==> src/design/lphm_pkg.sv <==
// Shared types, codes and hash helpers for the linear-probe hash map.
package lphm_pkg;

  localparam int KEY_BITS       = 32;
  localparam int CFG_BITS       = 13;
  localparam int MAX_SLOTS_DEF  = 4096;
  localparam int VALUE_BITS_DEF = 32;
  localparam int INIT_SLOTS     = 16;
  localparam int HASH_STEPS     = 10;

  localparam logic [2:0] ST_INSERTED  = 3'd0;
  localparam logic [2:0] ST_UPDATED   = 3'd1;
  localparam logic [2:0] ST_FOUND     = 3'd2;
  localparam logic [2:0] ST_NOT_FOUND = 3'd3;
  localparam logic [2:0] ST_FULL      = 3'd4;

  localparam logic OP_PUT = 1'b0;
  localparam logic OP_GET = 1'b1;

  typedef struct packed {
    logic accept;
    logic gload;
    logic hash_step;
    logic div_step;
    logic probe_rd;
    logic probe_next;
    logic clr_step;
    logic commit;
    logic grow_start;
    logic scan_rd;
    logic scan_next;
    logic gwrite;
  } cmd_t;

  typedef struct packed {
    logic hash_last;
    logic div_last;
    logic probe_stop;
    logic probe_last;
    logic clr_last;
    logic scan_end;
    logic scan_valid;
    logic need_grow;
    logic out_free;
  } stat_t;

  // One step of the one-at-a-time hash; steps 0, 2, 4 and 6 add a key byte, low byte first.
  function automatic logic [31:0] oat_step(logic [31:0] h, logic [31:0] key,
                                           logic [3:0] step);
    logic [31:0] t;
    t = h;
    case (step)
      4'd0, 4'd2, 4'd4, 4'd6: begin
        t = h + {24'h0, key[{step[2:1], 3'b000} +: 8]};
      end
      4'd1, 4'd3, 4'd5, 4'd7: begin
        t = h + (h << 10);
        t = t ^ (t >> 6);
      end
      4'd8: begin
        t = h + (h << 3);
        t = t ^ (t >> 11);
      end
      4'd9: begin
        t = h + (h << 15);
      end
      default: begin
        t = h;
      end
    endcase
    return t;
  endfunction

  function automatic logic [31:0] clamp_slots(logic [31:0] n, logic [31:0] maxs);
    logic [31:0] r;
    r = n;
    if (n == 32'd0) r = 32'd1;
    else if (n > maxs) r = maxs;
    return r;
  endfunction

endpackage

==> src/design/lphm_ctrl.sv <==
// Hash map controller: sequences hashing, division, probing, clearing and growth.
module lphm_ctrl (
  input  logic            clk,
  input  logic            rst_n,
  input  logic            cfg_we,
  input  logic            in_valid,
  output logic            in_ready,
  input  lphm_pkg::stat_t st,
  output lphm_pkg::cmd_t  cmd
);

  localparam logic [3:0] S_CLR    = 4'd0;
  localparam logic [3:0] S_IDLE   = 4'd1;
  localparam logic [3:0] S_HASH   = 4'd2;
  localparam logic [3:0] S_DIV    = 4'd3;
  localparam logic [3:0] S_PRD    = 4'd4;
  localparam logic [3:0] S_PCHK   = 4'd5;
  localparam logic [3:0] S_DONE   = 4'd6;
  localparam logic [3:0] S_GSTART = 4'd7;
  localparam logic [3:0] S_GCLR   = 4'd8;
  localparam logic [3:0] S_GRD    = 4'd9;
  localparam logic [3:0] S_GCHK   = 4'd10;

  logic [3:0] state_r, state_nxt;
  logic       grow_r, grow_nxt;

  assign in_ready = state_r == S_IDLE;

  always_comb begin
    cmd       = '0;
    state_nxt = state_r;
    grow_nxt  = grow_r;
    case (state_r)
      S_CLR: begin
        cmd.clr_step = 1'b1;
        if (st.clr_last) state_nxt = S_IDLE;
      end
      S_IDLE: begin
        if (in_valid) begin
          cmd.accept = 1'b1;
          state_nxt  = S_HASH;
        end
      end
      S_HASH: begin
        cmd.hash_step = 1'b1;
        if (st.hash_last) state_nxt = S_DIV;
      end
      S_DIV: begin
        cmd.div_step = 1'b1;
        if (st.div_last) state_nxt = S_PRD;
      end
      S_PRD: begin
        cmd.probe_rd = 1'b1;
        state_nxt    = S_PCHK;
      end
      S_PCHK: begin
        if (st.probe_stop) begin
          cmd.gwrite = grow_r;
          state_nxt  = grow_r ? S_GRD : S_DONE;
        end else if (st.probe_last) begin
          state_nxt = grow_r ? S_GRD : S_DONE;
        end else begin
          cmd.probe_next = 1'b1;
          state_nxt      = S_PRD;
        end
      end
      S_DONE: begin
        if (st.out_free) begin
          cmd.commit = 1'b1;
          state_nxt  = st.need_grow ? S_GSTART : S_IDLE;
        end
      end
      S_GSTART: begin
        cmd.grow_start = 1'b1;
        grow_nxt       = 1'b1;
        state_nxt      = S_GCLR;
      end
      S_GCLR: begin
        cmd.clr_step = 1'b1;
        if (st.clr_last) state_nxt = S_GRD;
      end
      S_GRD: begin
        if (st.scan_end) begin
          grow_nxt  = 1'b0;
          state_nxt = S_IDLE;
        end else begin
          cmd.scan_rd = 1'b1;
          state_nxt   = S_GCHK;
        end
      end
      S_GCHK: begin
        cmd.scan_next = 1'b1;
        if (st.scan_valid) begin
          cmd.gload = 1'b1;
          state_nxt = S_HASH;
        end else begin
          state_nxt = S_GRD;
        end
      end
      default: begin
        state_nxt = S_CLR;
      end
    endcase
    if (cfg_we) begin
      state_nxt = S_CLR;
      grow_nxt  = 1'b0;
    end
  end

  always_ff @(posedge clk) begin
    if (!rst_n) begin
      state_r <= S_CLR;
      grow_r  <= 1'b0;
    end else begin
      state_r <= state_nxt;
      grow_r  <= grow_nxt;
    end
  end

endmodule

==> config.mk <==
export PLATFORM = sky130hd
export DESIGN_NAME = lphm_ctrl
export DESIGN_NICKNAME = d
export VERILOG_FILES = /design/src/design/lphm_pkg.sv /design/src/design/lphm_ctrl.sv
export SDC_FILE = /design/constraint.sdc
export NUM_CORES = 1
export LEC_CHECK = 0
export BUFFER_PORTS_ARGS = -buffer_cell sky130_fd_sc_hd__clkbuf_2
export CAP_MARGIN = 20
export CORE_MARGIN = 2
export CORE_UTILIZATION = 35
export CTS_CLUSTER_DIAMETER = 100
export DETAILED_ROUTE_END_ITERATION = 12
export GPL_TIMING_DRIVEN = 1
export HOLD_SLACK_MARGIN = 0.1
export PLACE_DENSITY = 0.67
export SYNTH_ARGS = -nofsm -noshare
export SYNTH_HDL_FRONTEND = slang
export SYNTH_SLANG_ARGS = --single-unit
==> constraint.sdc <==
create_clock -name clk -period 1.3 [get_ports clk]
set_input_delay 0.26 -clock clk [delete_from_list [all_inputs] [get_ports clk]]
set_output_delay 0.26 -clock clk [all_outputs]
set_load 0.05 [all_outputs]
==> results by group, run 1 <==
Logic synthesis
  • Syn Nets: 84
  • Portion of synthesized cell area occupied by the leading cell type: 0.1980
  • Count of state elements after synthesis: 5
  • Share of synthesized flip-flops with an asynchronous set or reset: 0
  • Number of flops mapped to enable cells by yosys: 0
  • Mean Syn Cell Area: between 7 and 8 um^2
  • Mapped Area: approximately 500 um^2
  • Synth Warn #: 0
  • Number of unique standard cell types used by synthesis: 33
  • Proportion of synthesized chip area in sequential cells: 0.1980
  • Cells after Synth: 71
  • Most used standard cells in the synthesized netlist: 9 x sky130_fd_sc_hd__nor3_1, 6 x sky130_fd_sc_hd__nand2_1, 5 x sky130_fd_sc_hd__dfxtp_1, 5 x sky130_fd_sc_hd__inv_1
  • Most numerous cell in the Yosys netlist: sky130_fd_sc_hd__nor3_1
  • Ys flop type: sky130_fd_sc_hd__dfxtp_1
  • Area leader, netlist: sky130_fd_sc_hd__dfxtp_1
  • Main area contributors after synthesis: sky130_fd_sc_hd__dfxtp_1 20%, sky130_fd_sc_hd__nor3_1 8.9%, sky130_fd_sc_hd__buf_6 4.5%, sky130_fd_sc_hd__nand2_1 4.5%, sky130_fd_sc_hd__o21ai_0 4.0%

CTS
  • CTS sink cnt: 5
  • CTS max path bufs: 2
  • CTS hold repair buffers: 0
  • Htree depth: 1
  • Total CTS buffers: 3
  • Clock Tree Root: sky130_fd_sc_hd__clkbuf_4

Die
  • Die Y-Extent: 42.01 um
  • IO Pins: 26
  • Die width: 42.01 um
  • Initial Util: 0.3837
  • Core Rows: 13

Placed design
  • Final weighted congestion of routability-driven global placement: 0.8745
  • # port buffers: 25
  • Dpl cells: 124
  • HPWL after DPL: 1.328 mm

Status
  • Fail Step: 5_1_grt
  • Run status: stopped before the end
  • Stop Error: [ERROR DPL-0033] detailed placement checks failed during check placement.

GRT
  • Maximum number of pins on one net before global-route repair: 9
  • Number of antenna violations at the first check in global routing: 0

Timing
  • Worst End Pin Type: output port
  • Worst endpoint left by the global-route repair_timing run: cmd[9]
[cells by family after synthesis]
| group | after synthesis | share of synthesized area |
|---|---|---|
| AO/OA/AOI/OAI | 17 | 0.2228 |
| AND/OR/NAND/NOR | 38 | 0.4406 |
| multiplexers | 1 | 0.02228 |
| buffers and inverters | 10 | 0.1163 |
| flip-flops | 5 | 0.1980 |
[metrics by stage]
step / setup WS, ns / area, um^2
2_1_floorplan: -0.3863 / 623.1
3_3_place_gp: -0.2067 / 882.1
3_5_place_dp: -0.2204 / 882.1
4_1_cts: -0.2999 / 1130
[what timing repair did]
| action | in CTS |
|---|---|
| resized for setup | 44 |
| pin swaps | 4 |
| endpoints found under the setup margin | 18 |
| buffers inserted | 3 |
==> run 2, diff against run 1 <==
Settings changed: CORE_AREA set to 2 2 63 65, CORE_MARGIN 2 to unset, CORE_UTILIZATION 35 to unset, CTS_CLUSTER_DIAMETER 100 to unset, DIE_AREA set to 0 0 65 67, HOLD_SLACK_MARGIN 0.1 to unset, PLACE_DENSITY 0.67 to unset, PLACE_DENSITY_LB_ADDON set to 0.15.
Clock period 1.3 ns to 1.7 ns, I/O delays scaled along.
==> run 2 against run 1 <==
Net effect:
- the flow now finishes without violations
- synthesized cell count unchanged
- synthesized area unchanged
==> results by group, run 2 <==
Status
  • Run status: complete, no violations (was stopped before the end)

GRT
  • Maximum number of pins on one net before global-route repair: 12
  • Residual overflow from global routing: 0
  • Global-route wire length before repair: 2.815 mm
  • Number of global-route vias before repair: 609
  • Number of antenna violations at the first check in global routing: 0
  • Total GRT Usage: 0.08360

Finish
  • Final Cell Area: 904.6 um^2
  • Layout Utilization: 0.2509
  • Largest register FFs: 4
  • Biggest regs: state_r: 4 flops, grow_r: 1 flops
  • Most frequent cells in the layout: 17 x sky130_fd_sc_hd__clkbuf_2, 9 x sky130_fd_sc_hd__buf_4, 6 x sky130_fd_sc_hd__nor3_2, 6 x sky130_fd_sc_hd__nand2_1
  • ANT cells: 0
  • Share of layout cells above drive strength 1: 0.5577
  • Total number of nets in the final design: 118
  • Filler instances: 403
  • Synthesis-to-finish area growth: 78.96%
  • Filler-free cell count of the finished design: 152
  • Reg with most FFs: state_r
  • Commonest non-fill, non-tap cell in the layout: sky130_fd_sc_hd__clkbuf_2

Logic synthesis
  • Most numerous cell in the Yosys netlist: sky130_fd_sc_hd__nor3_1 (unchanged)
  • Cells after Synth: 71 (unchanged)
  • Number of unique standard cell types used by synthesis: 33 (unchanged)
  • Most used standard cells in the synthesized netlist: 9 x sky130_fd_sc_hd__nor3_1, 6 x sky130_fd_sc_hd__nand2_1, 5 x sky130_fd_sc_hd__dfxtp_1, 5 x sky130_fd_sc_hd__inv_1 (unchanged)
  • Mapped Area: 505.5 um^2 (unchanged)
  • Count of state elements after synthesis: 5 (unchanged)
  • Area leader, netlist: sky130_fd_sc_hd__dfxtp_1 (unchanged)
  • Proportion of synthesized chip area in sequential cells: 0.1980 (unchanged)
  • Mean Syn Cell Area: 7.120 um^2 (unchanged)
  • Number of flops mapped to enable cells by yosys: 0 (unchanged)
  • Ys flop type: sky130_fd_sc_hd__dfxtp_1 (unchanged)
  • Share of synthesized flip-flops with an asynchronous set or reset: 0 (unchanged)
  • Main area contributors after synthesis: sky130_fd_sc_hd__dfxtp_1 20%, sky130_fd_sc_hd__nor3_1 8.9%, sky130_fd_sc_hd__buf_6 4.5%, sky130_fd_sc_hd__nand2_1 4.5%, sky130_fd_sc_hd__o21ai_0 4.0% (unchanged)
  • Syn Nets: 84 (unchanged)
  • Portion of synthesized cell area occupied by the leading cell type: 0.1980 (unchanged)
  • Synth Warn #: 0 (unchanged)

Timing
  • Clock period minus worst slack: roughly 1.6 ns
  • Final worst hold slack: roughly 0.44 ns
  • Final Max Slew Viols: 0
  • Worst Slack Setup Final: 0.05853 ns
  • Worst-margin pin slew: between 0.3 and 0.4 ns
  • Setup Total Neg Slack: 0 ns
  • Setup repair after global routing missed its margin: no
  • Largest clock skew in the final design: 0.0007304 ns
  • Rel. slew slack: 0.7422
  • Final critical-path share of the clock period: 0.9656
  • Highest attainable clock frequency: between 600 and 700 MHz
  • Setup-violating endpoint count in the final report: 0
  • Number of hold violations in the final report: 0

Drt
  • Number of search-and-repair iterations in the first detailed-routing pass: 4
  • Topmost layer with routed signal wires: met4
  • Met3 WL post-DR: roughly 73 um
  • Final routed wirelength across all metal layers: approximately 1.8 mm
  • Routed wirelength normalized by instance count: 11.61 um
  • Overall via count from detail_route: ~630
  • Via density per instance: ~4.1
  • Detail Route met2 WL: around 900 um
  • Number of DRC markers in iteration 0: 23
  • Met1 Routed Length: about 780 um
  • Post-route ant nets: 0
  • Remaining routing DRC violations: 0

Placed design
  • # port buffers: 25 (unchanged)
  • HPWL after DPL: 1.425 mm (was 1.328 mm)
  • Dpl cells: 146 (was 124)
  • Place WS: 0.003097 ns (was -0.2204 ns)
  • Final weighted congestion of routability-driven global placement: 0.7473 (was 0.8745)
  • Instance area after placement: 782.0 um^2 (was 882.1 um^2)

CTS
  • Total CTS buffers: 3 (unchanged)
  • TritonCTS clock tree: done
  • Clock network latency to the later pin of the worst-skew pair: 0.22 ns
  • Htree depth: 1 (unchanged)
  • Post-CTS clock slew at the launch and capture registers of the worst setup and hold paths: 0.04 ns
  • CTS max path bufs: 2 (unchanged)
  • CTS sink cnt: 5 (unchanged)
  • CTS hold repair buffers: 0 (unchanged)
  • Clock Tree Root: sky130_fd_sc_hd__clkbuf_8 (was sky130_fd_sc_hd__clkbuf_4)

Critical path
  • CP Class: flip-flop to output pin
  • Critical path, cell by cell: nand4bb_1 > inv_1 > and2_2 > clkbuf_2
  • Arrival time of the worst setup path: between 1 and 1.5 ns
  • Top delay family on crit path: flip-flops
  • Category of the worst setup path launch point: flip-flop
  • Worst path required time: ~1.4 ns
  • Crit path max-delay cell type: sky130_fd_sc_hd__dfxtp_4
  • Kind of end point of the critical path: output pin
  • Buffers & Inverters on Critical Path: 2
  • Max Fanout on Critical Path: 9
  • Crit-path max cell delay: 0.38 ns

Power and ir drop
  • Leakage power total: approximately 0.37 nW
  • Design Power: 440.2 uW
  • Power density normalized to cell area: 486.6 nW/um^2
  • Maximum vdd ir drop: 0.1266 mV

Die
  • IO Pins: 26 (unchanged)
  • Die Y-Extent: 67 um (was 42.01 um)
  • Initial Util: 0.1402 (was 0.3837)
  • Core Rows: 22 (was 13)
  • Die width: 65 um (was 42.01 um)
  • Area of the die: 4355 um^2
  • Core region area: 3606 um^2

Job
  • Max capacitance violation total: 0

Worst hold path
  • Type of the most critical hold path: input pin to flip-flop
[run 2: cell counts after synthesis]
Identical to the previous run, type by type.
[run 2: worst paths after layout]
kind,from,endpoint,slack (ns),cells after the start
min,st[0],state_r[2],0.44,3
max,state_r[0],cmd[10],0.06,4
max reg2reg,state_r[1],state_r[0],0.22,4
min reg2reg,grow_r,grow_r,0.53,2
[run 2: what timing repair did]
item / CTS / global route
setup buffers: 0 / 2
resized for setup: 13 / 10
gates cloned: 0 / 0
pin swaps: 0 / 0
hold endpoints to repair: 0 / 0
endpoints found under the setup margin: 11 / 10
[run 2: logic make-up (layout without fill, tap and decap cells)]
kind of cell	Yosys count	in the layout	share of synthesized area
DFF	5	5	0.1980
AOI/OAI and AO/OA	17	17	0.2228
and+or+nand+nor	38	38	0.4406
muxes	1	1	0.02228
buffers and inverters	10	43	0.1163
[run 2: worst min-delay path: stages]
cell and delay, ns:
sky130_fd_sc_hd__clkbuf_2 0.10, sky130_fd_sc_hd__or4_1 0.11, sky130_fd_sc_hd__o21ai_0 0.06
[run 2: routing by layer]
layer,track usage,vias to the layer above
met5,0,-
met4,0.03457,0
met3,0.01182,2
met2,0.1546,18
met1,0.09548,285
li1,-,323
[run 2: layout make-up]
cell class / count / area [um^2] / area share
clock buffer: 4 / 45.04 / 0.04979
tap: 48 / 60.06 / 0.06639
timing repair buffer: 34 / 252.7 / 0.2794
multi-input combinational: 56 / 417.9 / 0.4620
sequential: 5 / 110.1 / 0.1217
inverter: 5 / 18.77 / 0.02075
[run 2: where the power goes]
part | switching (mW) | total [mW] | internal [mW]
sequential | 0.00721 | 0.126 | 0.119
clock | 0.0609 | 0.222 | 0.161
combinational | 0.0535 | 0.0921 | 0.0386
Power figures use the tool's default switching activity.
